[config.mk]
export PLATFORM = sky130hd
export DESIGN_NAME = i2c_master_bit_sequencer
export DESIGN_NICKNAME = d
export VERILOG_FILES = /design/src/rtl/i2cbs_pkg.sv /design/src/rtl/i2c_master_bit_sequencer.sv
export SDC_FILE = /design/constraint.sdc
export NUM_CORES = 1
export LEC_CHECK = 0
export BUFFER_PORTS_ARGS = -buffer_cell sky130_fd_sc_hd__buf_2
export CORE_MARGIN = 5
export CORE_UTILIZATION = 50
export CTS_BUF_LIST = sky130_fd_sc_hd__clkbuf_16
export CTS_CLUSTER_DIAMETER = 120
export DETAILED_ROUTE_END_ITERATION = 10
export GPL_TIMING_DRIVEN = 0
export PLACE_DENSITY = 0.67
export SLEW_MARGIN = 20
export SYNTH_ARGS = -nofsm -noshare
export SYNTH_HDL_FRONTEND = slang
export SYNTH_SLANG_ARGS = --single-unit
[constraint.sdc]
create_clock -name clk -period 5.81 [get_ports clk]
set_input_delay 1.162 -clock clk [delete_from_list [all_inputs] [get_ports clk]]
set_output_delay 1.162 -clock clk [all_outputs]
set_load 0.005 [all_outputs]
[src/rtl/i2cbs_pkg.sv]
// Shared types and constants for the I2C master bit sequencer.
// Depends on nothing; imported by the sequencer top level.
`default_nettype none

package i2cbs_pkg;

    localparam int STEP_W  = 5;
    localparam int PHASE_W = 2;

    // Command codes carried in the kind field; the idle code also marks no command.
    typedef enum logic [2:0] {
        CMD_IDLE  = 3'd0,
        CMD_START = 3'd1,
        CMD_STOP  = 3'd2,
        CMD_WRITE = 3'd3,
        CMD_READ  = 3'd4,
        CMD_SACK  = 3'd5,
        CMD_RACK  = 3'd6
    } cmd_t;

    // Phases of one data bit: set SDA or raise SCL, raise SCL or sample, drop SCL.
    localparam logic [PHASE_W-1:0] PH_FIRST = 2'd0;
    localparam logic [PHASE_W-1:0] PH_MID   = 2'd1;
    localparam logic [PHASE_W-1:0] PH_LAST  = 2'd2;

    // Number of ticks each command sequence takes.
    function automatic logic [STEP_W-1:0] seq_len(input cmd_t cmd);
        logic [STEP_W-1:0] len;
        begin
            case (cmd)
                CMD_START: len = 5'd4;
                CMD_STOP:  len = 5'd3;
                CMD_WRITE: len = 5'd24;
                CMD_READ:  len = 5'd25;
                CMD_SACK:  len = 5'd3;
                CMD_RACK:  len = 5'd4;
                default:   len = 5'd0;
            endcase
            return len;
        end
    endfunction

endpackage

`default_nettype wire

[src/rtl/i2c_master_bit_sequencer.sv]
// I2C master bit sequencer: one request is one bus bit-time tick, one result per tick.
// Depends on i2cbs_pkg for the command enum and sequence lengths.
//
//   channel | handshake          | payload
//   --------+--------------------+-----------------------------------------------
//   in      | in_valid/in_ready  | kind, write_data, ack_to_send, sda_in
//   out     | out_valid/out_ready| scl_out, sda_out, busy_res, done_res,
//           |                    | read_data, ack_received
//
// The sequencer state and the result register are both written at the edge that accepts
// a request, so a request can enter every cycle unless a held result is stalled.
// The result shows on the cycle after acceptance and is held until taken.
// in_ready drops only while a result is held and out_ready is low.
// Reset (rst_n low) returns to idle with both lines released and the ack state high; results are not reset.
`default_nettype none

module i2c_master_bit_sequencer
    import i2cbs_pkg::*;
(
    input  wire logic       clk,
    input  wire logic       rst_n,
    input  wire logic       in_valid,
    output logic            in_ready,
    input  wire logic [2:0] kind,
    input  wire logic [7:0] write_data,
    input  wire logic       ack_to_send,
    input  wire logic       sda_in,
    output logic            out_valid,
    input  wire logic       out_ready,
    output logic            scl_out,
    output logic            sda_out,
    output logic            busy_res,
    output logic            done_res,
    output logic [7:0]      read_data,
    output logic            ack_received
);

    cmd_t               cmd_reg, cmd_next;
    logic [STEP_W-1:0]  step_reg, step_next;
    logic [PHASE_W-1:0] phase_reg, phase_next;
    logic [7:0]         shift_reg, shift_next;
    logic               scl_reg, scl_next;
    logic               sda_reg, sda_next;
    logic               rack_reg, rack_next;
    logic [7:0]         last_read_reg, last_read_next;

    logic               out_valid_reg;
    logic               scl_out_reg, sda_out_reg, busy_out_reg, done_out_reg;
    logic [7:0]         read_out_reg;
    logic               rack_out_reg;

    logic               in_fire;
    logic               cmd_begin;
    cmd_t               eff_cmd;
    logic [STEP_W-1:0]  eff_step;
    logic [PHASE_W-1:0] eff_phase;
    logic [7:0]         eff_shift;
    logic               last_step;
    logic               phase_hold;
    logic [PHASE_W-1:0] phase_adv;

    assign in_ready = !out_valid_reg || out_ready;
    assign in_fire  = in_valid && in_ready;

    // A command is taken only from idle; kind seven and tick-only do nothing.
    always_comb
    begin
        cmd_begin = (cmd_reg == CMD_IDLE) && (kind inside {[CMD_START:CMD_RACK]});
        eff_cmd   = cmd_begin ? cmd_t'(kind) : cmd_reg;
        eff_step  = cmd_begin ? '0 : step_reg;
        eff_phase = cmd_begin ? PH_FIRST : phase_reg;
        eff_shift = shift_reg;
        if (cmd_begin && (cmd_t'(kind) == CMD_WRITE))
        begin
            eff_shift = write_data;
        end
        else if (cmd_begin && (cmd_t'(kind) == CMD_READ))
        begin
            eff_shift = '0;
        end
        last_step = (eff_cmd != CMD_IDLE) &&
                    (eff_step == (seq_len(eff_cmd) - 5'd1));
    end

    // Next command and step counters.
    always_comb
    begin
        // read spends its first tick releasing SDA before the bit phases start
        phase_hold = (eff_cmd == CMD_READ) && (eff_step == '0);
        phase_adv  = (eff_phase == PH_LAST) ? PH_FIRST : eff_phase + 2'd1;
        if (last_step)
        begin
            cmd_next   = CMD_IDLE;
            step_next  = '0;
            phase_next = PH_FIRST;
        end
        else if (eff_cmd != CMD_IDLE)
        begin
            cmd_next   = eff_cmd;
            step_next  = eff_step + 5'd1;
            phase_next = phase_hold ? eff_phase : phase_adv;
        end
        else
        begin
            cmd_next   = CMD_IDLE;
            step_next  = step_reg;
            phase_next = phase_reg;
        end
    end

    // Pin action for this tick.
    always_comb
    begin
        scl_next       = scl_reg;
        sda_next       = sda_reg;
        shift_next     = eff_shift;
        rack_next      = rack_reg;
        last_read_next = last_read_reg;
        case (eff_cmd)
            CMD_START:
            begin
                case (eff_step)
                    5'd0:    sda_next = 1'b1;
                    5'd1:    scl_next = 1'b1;
                    5'd2:    sda_next = 1'b0;
                    default: scl_next = 1'b0;
                endcase
            end
            CMD_STOP:
            begin
                case (eff_step)
                    5'd0:    sda_next = 1'b0;
                    5'd1:    scl_next = 1'b1;
                    default: sda_next = 1'b1;
                endcase
            end
            CMD_WRITE:
            begin
                case (eff_phase)
                    PH_FIRST: sda_next = eff_shift[7];
                    PH_MID:   scl_next = 1'b1;
                    default:
                    begin
                        scl_next   = 1'b0;
                        shift_next = {eff_shift[6:0], 1'b0};
                    end
                endcase
            end
            CMD_READ:
            begin
                if (phase_hold)
                begin
                    sda_next = 1'b1;
                end
                else
                begin
                    case (eff_phase)
                        PH_FIRST: scl_next   = 1'b1;
                        PH_MID:   shift_next = {eff_shift[6:0], sda_in};
                        default:  scl_next   = 1'b0;
                    endcase
                end
                if (last_step)
                begin
                    last_read_next = shift_next;
                end
            end
            CMD_SACK:
            begin
                case (eff_step)
                    5'd0:    sda_next = ack_to_send;
                    5'd1:    scl_next = 1'b1;
                    default: scl_next = 1'b0;
                endcase
            end
            CMD_RACK:
            begin
                case (eff_step)
                    5'd0:    sda_next  = 1'b1;
                    5'd1:    scl_next  = 1'b1;
                    5'd2:    rack_next = sda_in;
                    default: scl_next  = 1'b0;
                endcase
            end
            default:
            begin
                // idle tick: hold the lines
            end
        endcase
    end

    always_ff @(posedge clk or negedge rst_n)
    begin
        if (!rst_n)
        begin
            cmd_reg       <= CMD_IDLE;
            step_reg      <= '0;
            phase_reg     <= PH_FIRST;
            shift_reg     <= '0;
            scl_reg       <= 1'b1;
            sda_reg       <= 1'b1;
            rack_reg      <= 1'b1;
            last_read_reg <= '0;
        end
        else if (in_fire)
        begin
            cmd_reg       <= cmd_next;
            step_reg      <= step_next;
            phase_reg     <= phase_next;
            shift_reg     <= shift_next;
            scl_reg       <= scl_next;
            sda_reg       <= sda_next;
            rack_reg      <= rack_next;
            last_read_reg <= last_read_next;
        end
    end

    always_ff @(posedge clk or negedge rst_n)
    begin
        if (!rst_n)
        begin
            out_valid_reg <= 1'b0;
        end
        else if (in_fire)
        begin
            out_valid_reg <= 1'b1;
        end
        else if (out_ready)
        begin
            out_valid_reg <= 1'b0;
        end
    end

    always_ff @(posedge clk)
    begin
        if (in_fire)
        begin
            scl_out_reg  <= scl_next;
            sda_out_reg  <= sda_next;
            busy_out_reg <= (cmd_next != CMD_IDLE);
            done_out_reg <= last_step;
            read_out_reg <= last_read_next;
            rack_out_reg <= rack_next;
        end
    end

    assign out_valid    = out_valid_reg;
    assign scl_out      = scl_out_reg;
    assign sda_out      = sda_out_reg;
    assign busy_res     = busy_out_reg;
    assign done_res     = done_out_reg;
    assign read_data    = read_out_reg;
    assign ack_received = rack_out_reg;

    a_idle_step_zero: assert property (@(posedge clk) disable iff (!rst_n)
        (cmd_reg == CMD_IDLE) |-> (step_reg == '0 && phase_reg == PH_FIRST))
        else $error("step counters not cleared while idle");

    a_phase_range: assert property (@(posedge clk) disable iff (!rst_n)
        phase_reg != 2'd3)
        else $error("bit phase out of range");

    a_done_not_busy: assert property (@(posedge clk) disable iff (!rst_n)
        out_valid_reg |-> !(done_out_reg && busy_out_reg))
        else $error("result marks a sequence both done and busy");

    a_idle_tick_holds: assert property (@(posedge clk) disable iff (!rst_n)
        (in_fire && cmd_reg == CMD_IDLE && kind == CMD_IDLE) |=>
        (scl_reg == $past(scl_reg) && sda_reg == $past(sda_reg)))
        else $error("idle tick moved a bus line");

endmodule

`default_nettype wire

Word level (Yosys, flattened, before mapping)
Index checks and enable logic that the tools add are counted.
- register bits after elaboration: 43
- input port bits: 17
- output and inout bits: 15
- logic and storage cells: 92
- add/subtract/negate cells: 3
- $lt $le $gt $ge: 2
- equality and inequality tests: 13
- muxes and demuxes: 38
- reductions and logical operators: 21
- operators with widths (operator ; number):
    8-bit 2-to-1 mux ; 7
    5-bit one-hot mux with 4 select lines ; 1
    8-bit one-hot mux with 2 select lines ; 1
    5-bit 2-to-1 mux ; 3
    3-bit == test, second input constant ; 4
    1-bit one-hot mux with 2 select lines ; 6
    1-bit 2-to-1 mux ; 10
    2-bit 2-to-1 mux ; 5
    3-bit by 2-bit == test with 1-bit output, second input constant ; 3
    3-bit 2-to-1 mux ; 3
    2-bit OR reduction ; 4
    1-bit logical AND ; 7
    1-bit one-hot mux with 6 select lines ; 1
    3-bit nonzero test ; 2
    5-bit by 1-bit adder with 5-bit output, second input constant ; 1
    5-bit by 1-bit == test with 1-bit output, second input constant ; 1
    5-bit by 2-bit == test with 1-bit output, second input constant ; 1
    5-bit == test ; 1
    5-bit zero test ; 1
    1-bit one-hot mux with 5 select lines ; 1
    5-bit by 1-bit subtractor with 5-bit output, second input constant ; 1
    2-bit nonzero test ; 2
    3-bit by 1-bit == test with 1-bit output, second input constant ; 1
    3-bit by 1-bit >= comparator with 1-bit output, second input constant ; 1
    other kinds (9) ; 9

Logic depth before layout (Yosys ltp)
- depth in word-level cells: 12
- mapped depth: 15
- gate-level depth less buffers: 12

Worst setup path before layout
Ideal clock, no wire load.
- path type: input to register
- start point: input kind[1]
- end point: register read_out_reg[0], in the netlist read_data[0], data pin
- library setup time: 0.260 ns
- arrival time: 4.035 ns
- required time: 5.550 ns
- slack: 1.515 ns
- stages: 12
- buffers on the path: 2
- cell sequence: and3_1 -> nor3_1 -> a21oi_1 -> ha_1 -> clkbuf_1 -> a31o_2 -> a211o_1 -> a22oi_1 -> o22a_1 -> and2_1 -> buf_2 -> mux2_2
- word-level cells in the longest chain between the ends: 12
- elaborated cells between the ends (all ways): 33
- those cells by class: 1 x add/sub; 2 x order compare; 10 x eq/ne; 10 x mux; 10 x reduce/logical
- ends and longest elaborated chain (element ; line ; text):
    from (decl) ; i2c_master_bit_sequencer.sv:24 ; input wire logic [2:0] kind,
    3-bit by 1-bit >= comparator with 1-bit output / 3-bit <= comparator (equally long branches) ; i2c_master_bit_sequencer.sv:68 ; cmd_begin = (cmd_reg == CMD_IDLE) && (kind inside {[CMD_START:CMD_RACK]});
    1-bit logical AND (2 in a row) ; i2c_master_bit_sequencer.sv:68 ;
    3-bit 2-to-1 mux ; i2c_master_bit_sequencer.sv:69 ; eff_cmd = cmd_begin ? cmd_t'(kind) : cmd_reg;
    3-bit == test (tied with other cells) ; i2cbs_pkg.sv:30 ; case (cmd)
    2-bit OR reduction (no line) ; - ;
    5-bit one-hot mux with 4 select lines ; i2cbs_pkg.sv:30 ;
    5-bit by 1-bit subtractor with 5-bit output ; i2c_master_bit_sequencer.sv:82 ; (eff_step == (seq_len(eff_cmd) - 5'd1));
    5-bit == test ; i2c_master_bit_sequencer.sv:82 ;
    1-bit logical AND ; i2c_master_bit_sequencer.sv:81 ; last_step = (eff_cmd != CMD_IDLE) &&
    8-bit 2-to-1 mux ; i2c_master_bit_sequencer.sv:163 ; if (last_step)
    8-bit 2-to-1 mux (*) ; i2c_master_bit_sequencer.sv:119 ; case (eff_cmd)
    net last_read_next[0] ; i2c_master_bit_sequencer.sv:45 ; logic [7:0] last_read_reg, last_read_next;
    to (signal assigned) ; i2c_master_bit_sequencer.sv:242 ; read_out_reg <= last_read_next;
    to (decl) ; i2c_master_bit_sequencer.sv:49 ; logic [7:0] read_out_reg;
The timed path passes the listed nets; every way through them passes the cells marked *.
A chain may end at the register's enable or synchronous reset.

Worst setup path after layout
- start point: input kind[0]
- end point: register read_out_reg[3], in the netlist read_data[3], data pin
The elaborated chain is that of the path after synthesis.

==> impl_metrics.ini <==
[outcome]
outcome = finished clean

[finish]
drive_above_1_share = 0.246
final_cell_mix = 33 x nand2_1, 33 x buf_2, 27 x dfrtp_1
fill_cells = 511
area_delta_synth_final_pct = 14.3
fin_cells = 397
fin_nets = 351
n_antenna_cell = 0

[min_path]
hold_class = reg2reg
holdPathStages = 2
holdCritStartpoint = rack_reg$_DFFE_PN1P_
whs_endpoint = rack_reg$_DFFE_PN1P_

[power]
p_per_area_nw_per_um2 = 477
clkPwrFrac = 0.182
swShare = 0.392
cellLeakagePower_nw = 1.39
p_switching_uw = 588
combPwrFrac = 0.487
seqPwrFrac = 0.332
power.total_mw = 1.50
p_int_uw = 913
peakVddDrop_v = 0.000223

[die]
dieArea_um2 = 7090
initial_core_util = 0.506
die_y_um = 84.2
boundaryPins = 32
die_x_um = 84.2
num_rows = 27
core-area_um2 = 5440

[synthesis]
synth_area_leaders = dfrtp_1 25%, edfxtp_1 14%, mux2_2 11%, ha_1 4.5%, nand2_1 4.5%
ys_ff_latch = 43
yosys.area.top_type = dfrtp_1
synth_fp_nets = 313
postSynthCellCount = 286
synth_top_area_frac = 0.245
synth_cell_types = 55
syn_avg_cell_area_um2 = 9.63
yosys_warnings = 0
yosysSeqAreaShare = 0.416
ys.flop_type = dfrtp_1
synth_area_um2 = 2750
async_reset_ff_frac = 0.698
synth_edf_count = 13

[timing]
skew_ns = 0.00659
period_minus_slack_ns = 4.61
fin_setup_tns_ns = 0
fmax_mhz = 217
tightest_slew_ns = 0.995
fin_ws_ns = 1.20
whs_ns = 0.462
maxSlewHeadroom = 0.333
hold_viol = 0
slew_violations = 0
period_share = 0.794
rsz0062_at_grt = false
final-setup-viol-count = 0

[routing]
avgRoutedWirePerCell_um = 16.9
drt_iter0_drc = 152
vias = 2339
drc = 0
routed_via_density = 5.89
dr.pass1.iters = 4
ant_nets = 0
finalWirelength_um = 6710

[clock_tree]
clockBufferDepth = 2
cts_hold_buf = 0
cts_tree = yes
cts_resized = 0
clock_latency_ns = 0.29
clkSlewWorstSetupHoldPaths_ns = 0.06
htree_num_levels = 2
numCtsBuffers = 5
post_cts_buffers = 0
cts_sinks = 43
clock-root-buffer = clkbuf_16

[global_route]
grt_max_degree = 31
grt_overflow = 0
grt_use_total = 0.200
grt_pass1_vias = 2327
antenna_found_initial = 0
grt_pass1_wl_um = 11400

[setup_path]
worstPathArrival_ns = 4.65
cpMaxStageDelayCell = nor3_2
rr_worst_depth = 15
reg2reg_from = cmd_reg[2]$_DFFE_PN0P_
critPathKind = in2reg
slowest_delay_ns = 0.52
crit_chain = buf_2 > and3_1 > nor3_2 > a21oi_1 > inv_1 > ha_1 > clkbuf_1 > nand2b_1 > a21oi_1 > o211ai_1 > a22oi_1 > o22a_1 > and2_1 > buf_2 > mux2_2
crit_buf_inv = 4
critPathRequiredTime_ns = 5.85
cp-start-kind = input port
endpoint_kind = flop
cp_max_fo = 10
rrSetupSlack_ns = 1.49
reg2reg_to = read_data[3]$_DFFE_PP_
path_delay_family = compound AO/OA/AOI/OAI gates

[placement]
placedCellCount = 389
io_buffers = 31
dpl_worst_slack_ns = 0.522
dp_hpwl_um = 4690
gp_congestion = 0.897

[run]
cap_violations = 0
-- cell families (layout without fill, tap and decap cells) --
family / count (synthesis) / count (layout) / synth area share
AOI/OAI and AO/OA: 82 / 82 / 0.209
adders and majority gates: 10 / 10 / 0.0454
muxes: 27 / 27 / 0.110
DFF: 43 / 43 / 0.416
and+or+nand+nor: 97 / 97 / 0.170
buffers and inverters: 24 / 63 / 0.0395
xor gates and xnor gates: 3 / 3 / 0.00954
-- area by class of cell --
class / count / area [µm²] / area share
Clock inverter: 3 / 16.3 / 0.00517
Sequential cell: 43 / 1140 / 0.364
Multi-Input combinational cell: 219 / 1510 / 0.478
Timing Repair Buffer: 31 / 155 / 0.0493
Clock buffer: 5 / 125 / 0.0398
Tap cell: 72 / 90.1 / 0.0286
Buffer: 15 / 76.3 / 0.0243
Inverter: 9 / 33.8 / 0.0107
-- how the worst max path moves through the flow --
stage,endpoint,slack [ns],startpoint,cells past startpoint
finish,read_data[3]$_DFFE_PP_,1.20,kind[0],15
global route,read_data[6]$_DFFE_PP_,0.84,kind[0],15
CTS,read_data[5]$_DFFE_PP_,0.73,kind[0],15
detailed placement,read_data[3]$_DFFE_PP_,0.52,kind[0],15
global placement,read_data[5]$_DFFE_PP_,0.68,kind[0],15
floorplan,read_data[0]$_DFFE_PP_,1.51,kind[1],12
-- per-layer routing --
layer,track usage,routed length [µm]
met2,0.340,3220
met1,0.255,3030
met3,0.0393,345
met5,0,0
met4,0.0673,106
-- worst reg2reg max path: cells and delay by family (launching register included) --
kind | cells | cell delay [ns]
and+or+nand+nor | 4 | 1.18
AOI/OAI and AO/OA | 5 | 1.11
buffers and inverters | 4 | 0.85
DFF | 1 | 0.37
muxes | 1 | 0.37
adders and majority gates | 1 | 0.17
-- power by group through the flow --
stage               Sequential, mW  Combinational [mW]  Clock [mW]
floorplan                    0.491               0.554           0
global placement             0.498               0.703           0
detailed placement           0.504               0.718           0
finish                       0.498               0.731       0.273
global route                 0.511               0.814       0.291
CTS                          0.498               0.727       0.279
-- synth_stat cells (6+ instances only) --
cell type,n
a22oi_1,8
ha_1,10
a21oi_1,12
nand3_1,12
dfrtp_1,27
a31oi_1,15
edfxtp_1,13
clkbuf_1,9
a22o_1,8
inv_1,8
and2_1,6
o21ai_0,9
nand2_1,33
nor2_1,24
mux2_2,26
-- stage by stage --
step                      instance area (µm²)  utilization
after floorplan                          2750            -
after global placement                   3000        0.551
after detailed placement                 3000        0.551
after CTS                                3140        0.577
after global routing                     3150        0.579
final                                    3150        0.579
No activity file was read; power rests on OpenSTA's default activity.
